<file path="src/hdl/lzw_pkg.sv">
`default_nettype none
package lzw_pkg;

  // Dictionary hash table
  localparam int unsigned HASH_SLOTS    = 5003;
  localparam int unsigned SLOT_W        = $clog2(HASH_SLOTS);
  localparam int unsigned MAX_CODE_BITS = 12;

  // Code stream
  localparam int unsigned CODE_W  = 12;
  localparam int unsigned WIDTH_W = 4;
  localparam int unsigned NF_W    = 13;
  localparam int unsigned COUNT_W = 20;
  localparam int unsigned EPOCH_W = 8;
  localparam int unsigned KEY_W   = 20;
  localparam int unsigned ACC_W   = MAX_CODE_BITS + 7;
  localparam int unsigned CNT_W   = 5;

  localparam logic [CODE_W-1:0]  CODE_CLEAR  = 12'd256;
  localparam logic [CODE_W-1:0]  CODE_END    = 12'd257;
  localparam logic [NF_W-1:0]    FIRST_FREE  = 13'd258;
  localparam logic [WIDTH_W-1:0] START_WIDTH = 4'd9;
  localparam logic [NF_W-1:0]    START_LIMIT = 13'd511;
  localparam logic [WIDTH_W-1:0] MAX_WIDTH   = WIDTH_W'(MAX_CODE_BITS);
  localparam logic [COUNT_W-1:0] COUNT_MAX   = {COUNT_W{1'b1}};
  localparam logic [COUNT_W-1:0] LIMIT_RESET = 20'd170000;

  // Token queue
  localparam int unsigned Q_DEPTH = 4;
  localparam int unsigned Q_PTR_W = $clog2(Q_DEPTH);

  typedef struct packed {
    logic [7:0] data_byte;
    logic       end_of_stream;
  } in_t;

  typedef struct packed {
    logic [7:0] packed_byte;
    logic       final_byte;
  } out_t;

  // One code to be packed; flush marks the end code of a stream
  typedef struct packed {
    logic [CODE_W-1:0]  code;
    logic [WIDTH_W-1:0] width;
    logic               flush;
  } token_t;

  // Hash table entry; live only when epoch matches the current dictionary
  typedef struct packed {
    logic [EPOCH_W-1:0] epoch;
    logic [KEY_W-1:0]   key;
    logic [CODE_W-1:0]  code;
  } entry_t;

  localparam int unsigned ENTRY_W = $bits(entry_t);

endpackage
`default_nettype wire

</file>
<file path="src/hdl/lzw_front.sv">
`default_nettype none
module lzw_front (
  input  wire logic                             clk_i,
  input  wire logic                             rst_ni,
  input  wire logic                             in_valid_i,
  output logic                                  in_ready_o,
  input  wire lzw_pkg::in_t                     in_data_i,
  input  wire logic [lzw_pkg::COUNT_W-1:0]      limit_i,
  output logic                                  push_o,
  output lzw_pkg::token_t                       tok_o,
  input  wire logic                             full_i,
  output logic                                  ram_we_o,
  output logic [lzw_pkg::SLOT_W-1:0]            ram_waddr_o,
  output logic [lzw_pkg::ENTRY_W-1:0]           ram_wdata_o,
  output logic [lzw_pkg::SLOT_W-1:0]            ram_raddr_o,
  input  wire logic [lzw_pkg::ENTRY_W-1:0]      ram_rdata_i
);

  localparam logic [2:0] S_IDLE     = 3'd0;
  localparam logic [2:0] S_SWEEP    = 3'd1;
  localparam logic [2:0] S_PROBE    = 3'd2;
  localparam logic [2:0] S_MISS     = 3'd3;
  localparam logic [2:0] S_CLR      = 3'd4;
  localparam logic [2:0] S_TAIL_PRE = 3'd5;
  localparam logic [2:0] S_TAIL_END = 3'd6;

  localparam logic [lzw_pkg::SLOT_W-1:0] SLOTS = lzw_pkg::SLOT_W'(lzw_pkg::HASH_SLOTS);
  localparam logic [lzw_pkg::SLOT_W-1:0] LAST_SLOT =
    lzw_pkg::SLOT_W'(lzw_pkg::HASH_SLOTS - 1);

  logic [2:0]                     state_q, state_d;
  logic [7:0]                     sym_q, sym_d;
  logic                           last_q, last_d;
  logic [lzw_pkg::CODE_W-1:0]     prefix_q, prefix_d;
  logic [lzw_pkg::NF_W-1:0]       nf_q, nf_d;
  logic [lzw_pkg::WIDTH_W-1:0]    cw_q, cw_d;
  logic [lzw_pkg::NF_W-1:0]       wl_q, wl_d;
  logic [lzw_pkg::COUNT_W-1:0]    count_q, count_d;
  logic                           started_q, started_d;
  logic [lzw_pkg::EPOCH_W-1:0]    epoch_q, epoch_d;
  logic                           sweep_pend_q, sweep_pend_d;
  logic [lzw_pkg::SLOT_W-1:0]     sweep_q, sweep_d;
  logic [lzw_pkg::SLOT_W-1:0]     slot_q, slot_d;
  logic [lzw_pkg::SLOT_W-1:0]     disp_q, disp_d;
  logic                           first_q, first_d;

  logic [lzw_pkg::SLOT_W-1:0]     hash_slot, next_slot;
  logic [lzw_pkg::KEY_W-1:0]      key;
  lzw_pkg::entry_t                rd, wr;
  logic                           live, match;
  logic [lzw_pkg::WIDTH_W-1:0]    cw_n;
  logic [lzw_pkg::NF_W-1:0]       wl_n;
  logic                           grow;

  // Hash never exceeds 12 bits, so it is already below the slot count
  assign hash_slot = lzw_pkg::SLOT_W'({in_data_i.data_byte, 4'b0000} ^ prefix_q);
  assign next_slot = (slot_q >= disp_q) ? (slot_q - disp_q) : (slot_q + (SLOTS - disp_q));
  assign key       = {sym_q, prefix_q};
  assign rd        = lzw_pkg::entry_t'(ram_rdata_i);
  assign live      = (rd.epoch == epoch_q);
  assign match     = live && (rd.key == key);
  assign grow      = (nf_q == wl_q);
  assign cw_n      = grow ? (cw_q + 4'd1) : cw_q;
  assign wl_n      = grow ? {wl_q[lzw_pkg::NF_W-2:0], 1'b1} : wl_q;

  assign in_ready_o  = (state_q == S_IDLE) && !sweep_pend_q;
  assign ram_raddr_o = (state_q == S_IDLE) ? hash_slot : next_slot;
  assign ram_wdata_o = wr;

  always_comb begin
    state_d      = state_q;
    sym_d        = sym_q;
    last_d       = last_q;
    prefix_d     = prefix_q;
    nf_d         = nf_q;
    cw_d         = cw_q;
    wl_d         = wl_q;
    count_d      = count_q;
    started_d    = started_q;
    epoch_d      = epoch_q;
    sweep_pend_d = sweep_pend_q;
    sweep_d      = sweep_q;
    slot_d       = slot_q;
    disp_d       = disp_q;
    first_d      = first_q;
    push_o       = 1'b0;
    tok_o        = '0;
    ram_we_o     = 1'b0;
    ram_waddr_o  = slot_q;
    wr           = '0;

    unique case (state_q)
      S_IDLE: begin
        if (sweep_pend_q) begin
          state_d = S_SWEEP;
          sweep_d = '0;
        end else if (in_valid_i) begin
          sym_d  = in_data_i.data_byte;
          last_d = in_data_i.end_of_stream;
          if (!started_q) begin
            // First byte: clear code at start width, byte becomes prefix
            cw_d      = lzw_pkg::START_WIDTH;
            prefix_d  = lzw_pkg::CODE_W'(in_data_i.data_byte);
            started_d = 1'b1;
            state_d   = S_CLR;
          end else begin
            if (count_q != lzw_pkg::COUNT_MAX) begin
              count_d = count_q + 1'b1;
            end
            slot_d  = hash_slot;
            disp_d  = (hash_slot == '0) ? lzw_pkg::SLOT_W'(1) : (SLOTS - hash_slot);
            first_d = 1'b1;
            state_d = S_PROBE;
          end
        end
      end
      S_SWEEP: begin
        // Invalidate every entry (epoch zero is never current)
        ram_we_o    = 1'b1;
        ram_waddr_o = sweep_q;
        if (sweep_q == LAST_SLOT) begin
          sweep_pend_d = 1'b0;
          state_d      = S_IDLE;
        end else begin
          sweep_d = sweep_q + 1'b1;
        end
      end
      S_PROBE: begin
        if (match) begin
          prefix_d = rd.code;
          state_d  = last_q ? S_TAIL_PRE : S_IDLE;
        end else if (!live || (!first_q && rd.key == '0)) begin
          state_d = S_MISS;
        end else begin
          slot_d  = next_slot;
          first_d = 1'b0;
        end
      end
      S_MISS: begin
        if (!full_i) begin
          push_o   = 1'b1;
          tok_o    = '{code: prefix_q, width: cw_q, flush: 1'b0};
          prefix_d = lzw_pkg::CODE_W'(sym_q);
          wl_d     = wl_n;
          if (cw_n <= lzw_pkg::MAX_WIDTH && count_q <= limit_i) begin
            ram_we_o = 1'b1;
            wr       = '{epoch: epoch_q, key: key, code: nf_q[lzw_pkg::CODE_W-1:0]};
            nf_d     = nf_q + 1'b1;
            cw_d     = cw_n;
            state_d  = last_q ? S_TAIL_PRE : S_IDLE;
          end else begin
            cw_d    = (cw_n > lzw_pkg::MAX_WIDTH) ? lzw_pkg::MAX_WIDTH : cw_n;
            state_d = S_CLR;
          end
        end
      end
      S_CLR: begin
        if (!full_i) begin
          push_o  = 1'b1;
          tok_o   = '{code: lzw_pkg::CODE_CLEAR, width: cw_q, flush: 1'b0};
          // Dictionary restart: new epoch, sweep when the epoch wraps
          nf_d    = lzw_pkg::FIRST_FREE;
          cw_d    = lzw_pkg::START_WIDTH;
          wl_d    = lzw_pkg::START_LIMIT;
          count_d = '0;
          if (epoch_q == {lzw_pkg::EPOCH_W{1'b1}}) begin
            epoch_d      = lzw_pkg::EPOCH_W'(1);
            sweep_pend_d = 1'b1;
          end else begin
            epoch_d = epoch_q + 1'b1;
          end
          state_d = last_q ? S_TAIL_PRE : S_IDLE;
        end
      end
      S_TAIL_PRE: begin
        if (!full_i) begin
          push_o = 1'b1;
          tok_o  = '{code: prefix_q, width: cw_q, flush: 1'b0};
          if (grow && cw_q != lzw_pkg::MAX_WIDTH) begin
            cw_d = cw_q + 4'd1;
          end
          state_d = S_TAIL_END;
        end
      end
      S_TAIL_END: begin
        if (!full_i) begin
          push_o    = 1'b1;
          tok_o     = '{code: lzw_pkg::CODE_END, width: cw_q, flush: 1'b1};
          started_d = 1'b0;
          state_d   = S_IDLE;
        end
      end
      default: begin
        state_d = S_IDLE;
      end
    endcase
  end

  always_ff @(posedge clk_i or negedge rst_ni) begin
    if (!rst_ni) begin
      state_q      <= S_IDLE;
      prefix_q     <= '0;
      nf_q         <= lzw_pkg::FIRST_FREE;
      cw_q         <= lzw_pkg::START_WIDTH;
      wl_q         <= lzw_pkg::START_LIMIT;
      count_q      <= '0;
      started_q    <= 1'b0;
      epoch_q      <= lzw_pkg::EPOCH_W'(1);
      sweep_pend_q <= 1'b1;
      sweep_q      <= '0;
      last_q       <= 1'b0;
      first_q      <= 1'b0;
    end else begin
      state_q      <= state_d;
      prefix_q     <= prefix_d;
      nf_q         <= nf_d;
      cw_q         <= cw_d;
      wl_q         <= wl_d;
      count_q      <= count_d;
      started_q    <= started_d;
      epoch_q      <= epoch_d;
      sweep_pend_q <= sweep_pend_d;
      sweep_q      <= sweep_d;
      last_q       <= last_d;
      first_q      <= first_d;
    end
  end

  // Probe datapath
  always_ff @(posedge clk_i) begin
    sym_q  <= sym_d;
    slot_q <= slot_d;
    disp_q <= disp_d;
  end

endmodule
`default_nettype wire

</file>
<file path="config.mk">
export PLATFORM = sky130hd
export DESIGN_NAME = lzw_front
export DESIGN_NICKNAME = d
export VERILOG_FILES = /design/src/hdl/lzw_pkg.sv /design/src/hdl/lzw_front.sv
export SDC_FILE = /design/constraint.sdc
export NUM_CORES = 1
export LEC_CHECK = 0
export BUFFER_PORTS_ARGS = -buffer_cell sky130_fd_sc_hd__clkbuf_2
export CORE_ASPECT_RATIO = 1.25
export CORE_MARGIN = 5
export CORE_UTILIZATION = 46
export CTS_BUF_LIST = sky130_fd_sc_hd__clkbuf_16
export DETAILED_ROUTE_END_ITERATION = 10
export PLACE_DENSITY = 0.67
export REMOVE_ABC_BUFFERS = 1
export SLEW_MARGIN = 20
export SYNTH_ARGS = -nofsm -noshare
export SYNTH_HDL_FRONTEND = slang
export SYNTH_SLANG_ARGS = --single-unit
</file>
<file path="constraint.sdc">
create_clock -name clk_i -period 4.6 [get_ports clk_i]
set_input_delay 0.69 -clock clk_i [delete_from_list [all_inputs] [get_ports clk_i]]
set_output_delay 0.69 -clock clk_i [all_outputs]
set_load 0.1 [all_outputs]
</file>
* Word level (Yosys, flattened, before mapping) *
Index checks and enable logic that the tools add are counted.

operators by class
  multiplexer cells = 83
  eq/ne operators = 34
  order comparisons = 4
  add/sub/neg operators = 9
  bitwise logic cells = 3
  reductions and logical operators = 35

operators by type and width
  cell                                                             number
  13-bit 2-to-1 mux                                                16
  40-bit 2-to-1 mux                                                3
  13-bit case mux with 2 select lines                              4
  20-bit 2-to-1 mux                                                5
  12-bit 2-to-1 mux                                                5
  17-bit case mux with 3 select lines                              1
  4-bit 2-to-1 mux                                                 10
  20-bit case mux with 2 select lines                              1
  3-bit 2-to-1 mux                                                 12
  2-bit != test, second input constant                             18
  12-bit case mux with 3 select lines                              1
  14-bit 2-to-1 mux                                                2
  13-bit by 1-bit adder with 13-bit output, second input constant  2
  3-bit case mux with 7 select lines                               1
  20-bit by 1-bit adder with 20-bit output, second input constant  1
  20-bit equality test                                             1
  20-bit <= comparator                                             1
  20-bit zero test                                                 1
  20-bit != test, second input constant                            1
  4-bit AND reduction                                              5
  6-bit AND reduction                                              3
  17-bit 2-to-1 mux                                                1
  4-bit case mux with 4 select lines                               1
  1-bit 2-to-1 mux                                                 15
  other kinds (37)                                                 57

word-level totals
  register bits = 124
  logic and storage cells = 183
  output and inout bits = 86

* Depth between registers and ports, before layout *
  depth in word-level cells = 7
  depth in mapped cells = 11

* Worst setup path before layout *
OpenSTA, ideal clock, no wires.

  kind = input -> output
  start = input port limit_i[7] (netlist bit)
  end = output port ram_wdata_o[10] (netlist bit)
  arrival time = 4.910 ns
  required time = 3.910 ns
  path slack = -1.000 ns
  cell stages on the path = 9
  cell sequence = inv_1 ha_1 a21oi_1 o21ai_0 a221oi_1 o2111a_1 o22ai_4 buf_6 nor4_1

on the way
  word-level cells in the longest chain between the ends = 5

ends and longest elaborated chain
  element               RTL line          source
  start, declared       lzw_front.sv:8    input wire logic [lzw_pkg::COUNT_W-1:0] limit_i,
  20-bit <= comparator  lzw_front.sv:145  if (cw_n <= lzw_pkg::MAX_WIDTH && count_q <= limit_i) begin
  1-bit logical AND     lzw_front.sv:145
  40-bit 2-to-1 mux     lzw_front.sv:145
  40-bit 2-to-1 mux     lzw_front.sv:140  if (!full_i) begin
  40-bit 2-to-1 mux     lzw_front.sv:92   unique case (state_q)
  end, declared         lzw_front.sv:14   output logic [lzw_pkg::ENTRY_W-1:0] ram_wdata_o,

Every way passes these cells.

* Worst setup path in the final report *
  start = register nf_q[1] (netlist bit)
  end = output port ram_we_o

on the way
  word-level cells in the longest chain between the ends = 7

ends and longest elaborated chain
  element                             RTL line          source
  start, declared                     lzw_front.sv:35   logic [lzw_pkg::NF_W-1:0] nf_q, nf_d;
  start signal, assigned              lzw_front.sv:203  nf_q <= lzw_pkg::FIRST_FREE;
  start signal, assigned              lzw_front.sv:216  nf_q <= nf_d;
  13-bit equality test                lzw_front.sv:62   assign grow = (nf_q == wl_q);
  4-bit 2-to-1 mux                    lzw_front.sv:63   assign cw_n = grow ? (cw_q + 4'd1) : cw_q;
  4-bit <= comparator                 lzw_front.sv:145
  1-bit logical AND                   lzw_front.sv:145
  1-bit 2-to-1 mux                    lzw_front.sv:145
  1-bit 2-to-1 mux                    lzw_front.sv:140
  1-bit case mux with 2 select lines  lzw_front.sv:92
  end, declared                       lzw_front.sv:12   output logic ram_we_o,

Every way passes these cells.

==> flow_metrics.py <==
metrics = {
    "outcome": {
        "status": "finished clean",
    },
    "drt": {
        "viasPerCell": 5.60,
        "vias": 8431,
        "dr.pass1.iters": 5,
        "ant_nets": 0,
        "routed_wl_mm": 27.4,
        "drt_first_iter_violations": 536,
        "drcViolationCount": 0,
        "wl_per_cell_um": 18.2,
    },
    "timing": {
        "fin_skew_ns": 0.00812,
        "setup_tns_ns": 0,
        "max_clock_freq_mhz": 228,
        "finalMaxSlewViolations": 0,
        "setup-violations-final": 0,
        "worst_slack_ns": 0.209,
        "fin_crit_sh_pct": 95.5,
        "hold_viol_final": 0,
        "rsz0062_at_grt": "no",
        "layout_min_cycle_time_ns": 4.39,
        "tightest_slew_ns": 0.853,
        "slew_headroom_pct": 43.1,
    },
    "cts": {
        "cts_tree": "done",
        "ctsRootBufferMaster": "clkbuf_16",
        "clock_path_buffers": 2,
        "cts.clk_slew.worst_paths_ns": 0.05,
        "htreeDepth": 4,
        "cts_buffers": 17,
        "cts_sinks": 115,
        "clock_latency_ns": 0.43,
    },
    "grt": {
        "first_global_vias": 8283,
        "grt_pass1_wl_mm": 43.5,
        "grt_max_degree": 82,
        "gr-total-overflow": 0,
        "antenna_found_initial": 1,
        "track_usage_pct": 23.9,
    },
    "pwr": {
        "power_mw": 5.53,
        "powerDensity_mw_per_mm2": 494,
        "vdd_drop_max_mv": 0.434,
        "p_leak_nw": 5.16,
    },
    "setup_path": {
        "required_ns": 3.91,
        "end_kind": "output pin",
        "crit_path_start": "nf_q[1]$_DFFE_PN1P_",
        "critical_path_class": "flip-flop to output pin",
        "arrival_ns": 3.70,
        "r2r_end": "nf_q[1]$_DFFE_PN1P_",
        "timing.rr.start": "nf_q[1]$_DFFE_PN1P_",
        "critPathLaunchType": "flip-flop",
        "worstSetupEndpoint": "ram_we_o",
        "crit_path_max_fanout": 20,
        "setup.reg_to_reg.worst_slack_ns": 1.46,
        "r2r_cells": 9,
    },
    "synthesis": {
        "syn_inst": 1069,
        "synth_cell_types": 86,
        "synth_area_mm2": 0.00928,
        "syn_avg_cell_area_um2": 8.68,
        "synth_edf_count": 34,
        "yosys_warnings": 0,
        "synth.yosys.seq_area_share_pct": 32.9,
        "synthArstFlopShare_pct": 70.4,
        "ys_ff_latch": 115,
        "ys.flop_type": "dfrtp_1",
    },
    "placement": {
        "dpl.hpwl_mm": 21.0,
        "portBuffers": 158,
        "pre_cts_ws_ns": 0.428,
        "place_congestion": 0.948,
    },
    "floorplan": {
        "die_area_mm2": 0.0231,
        "core_area_mm2": 0.0200,
        "die_height_um": 169,
        "start_util_pct": 46.3,
        "fp.dieW_um": 137,
        "std_cell_rows": 58,
        "io_pins": 159,
    },
    "layout": {
        "multiInputGateArea_mm2": 0.00572,
        "diodes": 0,
        "syn2layout_area_growth_pct": 20.8,
        "drive_gt1_share_pct": 19.3,
        "regArea_mm2": 0.00306,
        "nFillCells": 1887,
        "nets": 1363,
    },
    "worst_hold_path": {
        "hold_path_class": "input port to async pin",
    },
    "job": {
        "drv_cap": 0,
    },
}
[stage by stage]
step                instance area (µm²)  utilization (%)  instances  hold slack [ns]
floorplan                          9080                -       1028            0.394
global placement                  10600             53.2       1474            0.520
detailed placement                10600             53.2       1474            0.523
CTS                               11200             55.8       1506            0.486
global route                      11200             56.0       1506            0.371
finish                            11200             56.0       1506            0.288
[kinds of logic (layout without fill, tap and decap cells)]
group	after synthesis	in the layout	synth area share, %
buffers and inverters	127	294	5.60
multiplexers	30	30	3.40
AO/OA/AOI/OAI	205	205	14.7
flip-flops	115	115	32.9
XOR/XNOR	98	98	9.25
adder cells (fa/ha/maj)	67	67	9.68
AND/OR/NAND/NOR	427	427	24.5
[report_power, final]
group	leakage (nW)	total (mW)	switching, mW	internal (mW)
Sequential	1.36	1.45	0.225	1.23
Combinational	3.51	2.87	2.18	0.691
Clock	0.288	1.21	0.460	0.750
[flip-flops by register name, indices dropped and copies added, names as in the netlist]
register / count
nf_q: 13
epoch_q: 8
prefix_q: 12
started_q: 1
count_q: 20
disp_q: 13
first_q: 1
sym_q: 8
cw_q: 4
slot_q: 13
sweep_q: 13
last_q: 1
wl_q: 4
sweep_pend_q: 1
state_q: 3
[worst min-delay path by stage]
stage | start | endpoint | cells after the start
floorplan | rst_ni | count_q[0]$_DFFE_PN0P_ | 0
global placement | nf_q[1]$_DFFE_PN1P_ | nf_q[1]$_DFFE_PN1P_ | 2
detailed placement | nf_q[1]$_DFFE_PN1P_ | nf_q[1]$_DFFE_PN1P_ | 2
CTS | ram_rdata_i[11] | prefix_q[11]$_DFFE_PN0P_ | 2
global route | rst_ni | count_q[15]$_DFFE_PN0P_ | 1
finish | rst_ni | count_q[15]$_DFFE_PN0P_ | 1
[cells in the mapped netlist, drive strengths merged, types with 4 or more instances]
master    n  area share [%]
a21o      6            0.49
a21oi    51             2.8
a22o      6            0.57
a22oi     5            0.46
a311oi    4            0.44
a31oi     9            0.77
a32oi     5            0.47
and2     54             3.6
and3     10            0.67
and4     10            0.97
buf      15             1.1
clkbuf   26             1.1
dfrtp    75              20
dfstp     6             1.7
edfxtp   34              11
fa        8             1.7
ha       59             8.0
inv      85             3.4
mux2      9             1.1
mux2i    21             2.3
nand2    96             3.9
nand2b    6            0.40
nand3    30             1.6
nand4    29             2.0
nor2    102             4.3
nor2b     6            0.40
nor3     22             1.2
nor3b     4            0.38
nor4     23             2.0
o211ai    5            0.40
o21a      7            0.57
o21ai    59             3.2
o31ai     4            0.32
o41ai     7            0.66
or2       5            0.34
or3      11            0.80
or4       4            0.32
xnor2    48             4.5
xor2     50             4.7
[cell usage in the layout, fill, tap and decap left out, types with 7 or more instances in the layout]
cell and count:
clkbuf_2 128, nor2_1 100, nand2_1 96, inv_1 89
dfrtp_1 75, ha_1 59, o21ai_0 58, and2_1 54
a21oi_1 51, xor2_1 50, xnor2_1 48, edfxtp_1 34
nand3_1 30, nand4_1 28, buf_4 26, nor3_1 21
mux2i_1 21, nor4_1 20, clkbuf_16 18, buf_12 18
or3_1 10, and3_1 10, and4_1 9, a31oi_1 8
mux2_2 8, fa_1 8, o21a_1 7, o41ai_1 7
[area by class of cell]
type,count,area share [%]
clock buffers,18,4.02
clock inverters,14,0.737
inverters,86,2.88
multi-input cells,827,51.1
flip-flops and latches,115,27.3
well taps,270,3.01
repair buffers,176,11.0
[timing repair]
item                       in CTS  in global routing
resized for setup               1                  6
setup buffers                   0                  0
hold endpoints to repair        0                  0
setup endpoints to repair       1                  3
hold buffers                    0                  0
[worst max-delay path, cell delays in order, from the launching register on]
cell and delay [ns]:
dfstp_2 0.55, ha_1 0.21, nand4_1 0.22, or2_1 0.31, or2_1 0.39, mux2_4 0.40, o22ai_4 0.40, nor3_4 0.06
buf_4 0.22, or2_2 0.33, buf_12 0.18
[routing by layer]
metal / routed length (µm) / up-vias / global-route usage [%]
met3: 1620 / 55 / 4.34
met5: 7 / - / 0
met1: 11100 / 4011 / 30.0
met2: 13800 / 262 / 40.1
li1: - / 4101 / -
met4: 875 / 2 / 9.98
Note: power is estimated with default switching activity, not from simulation.
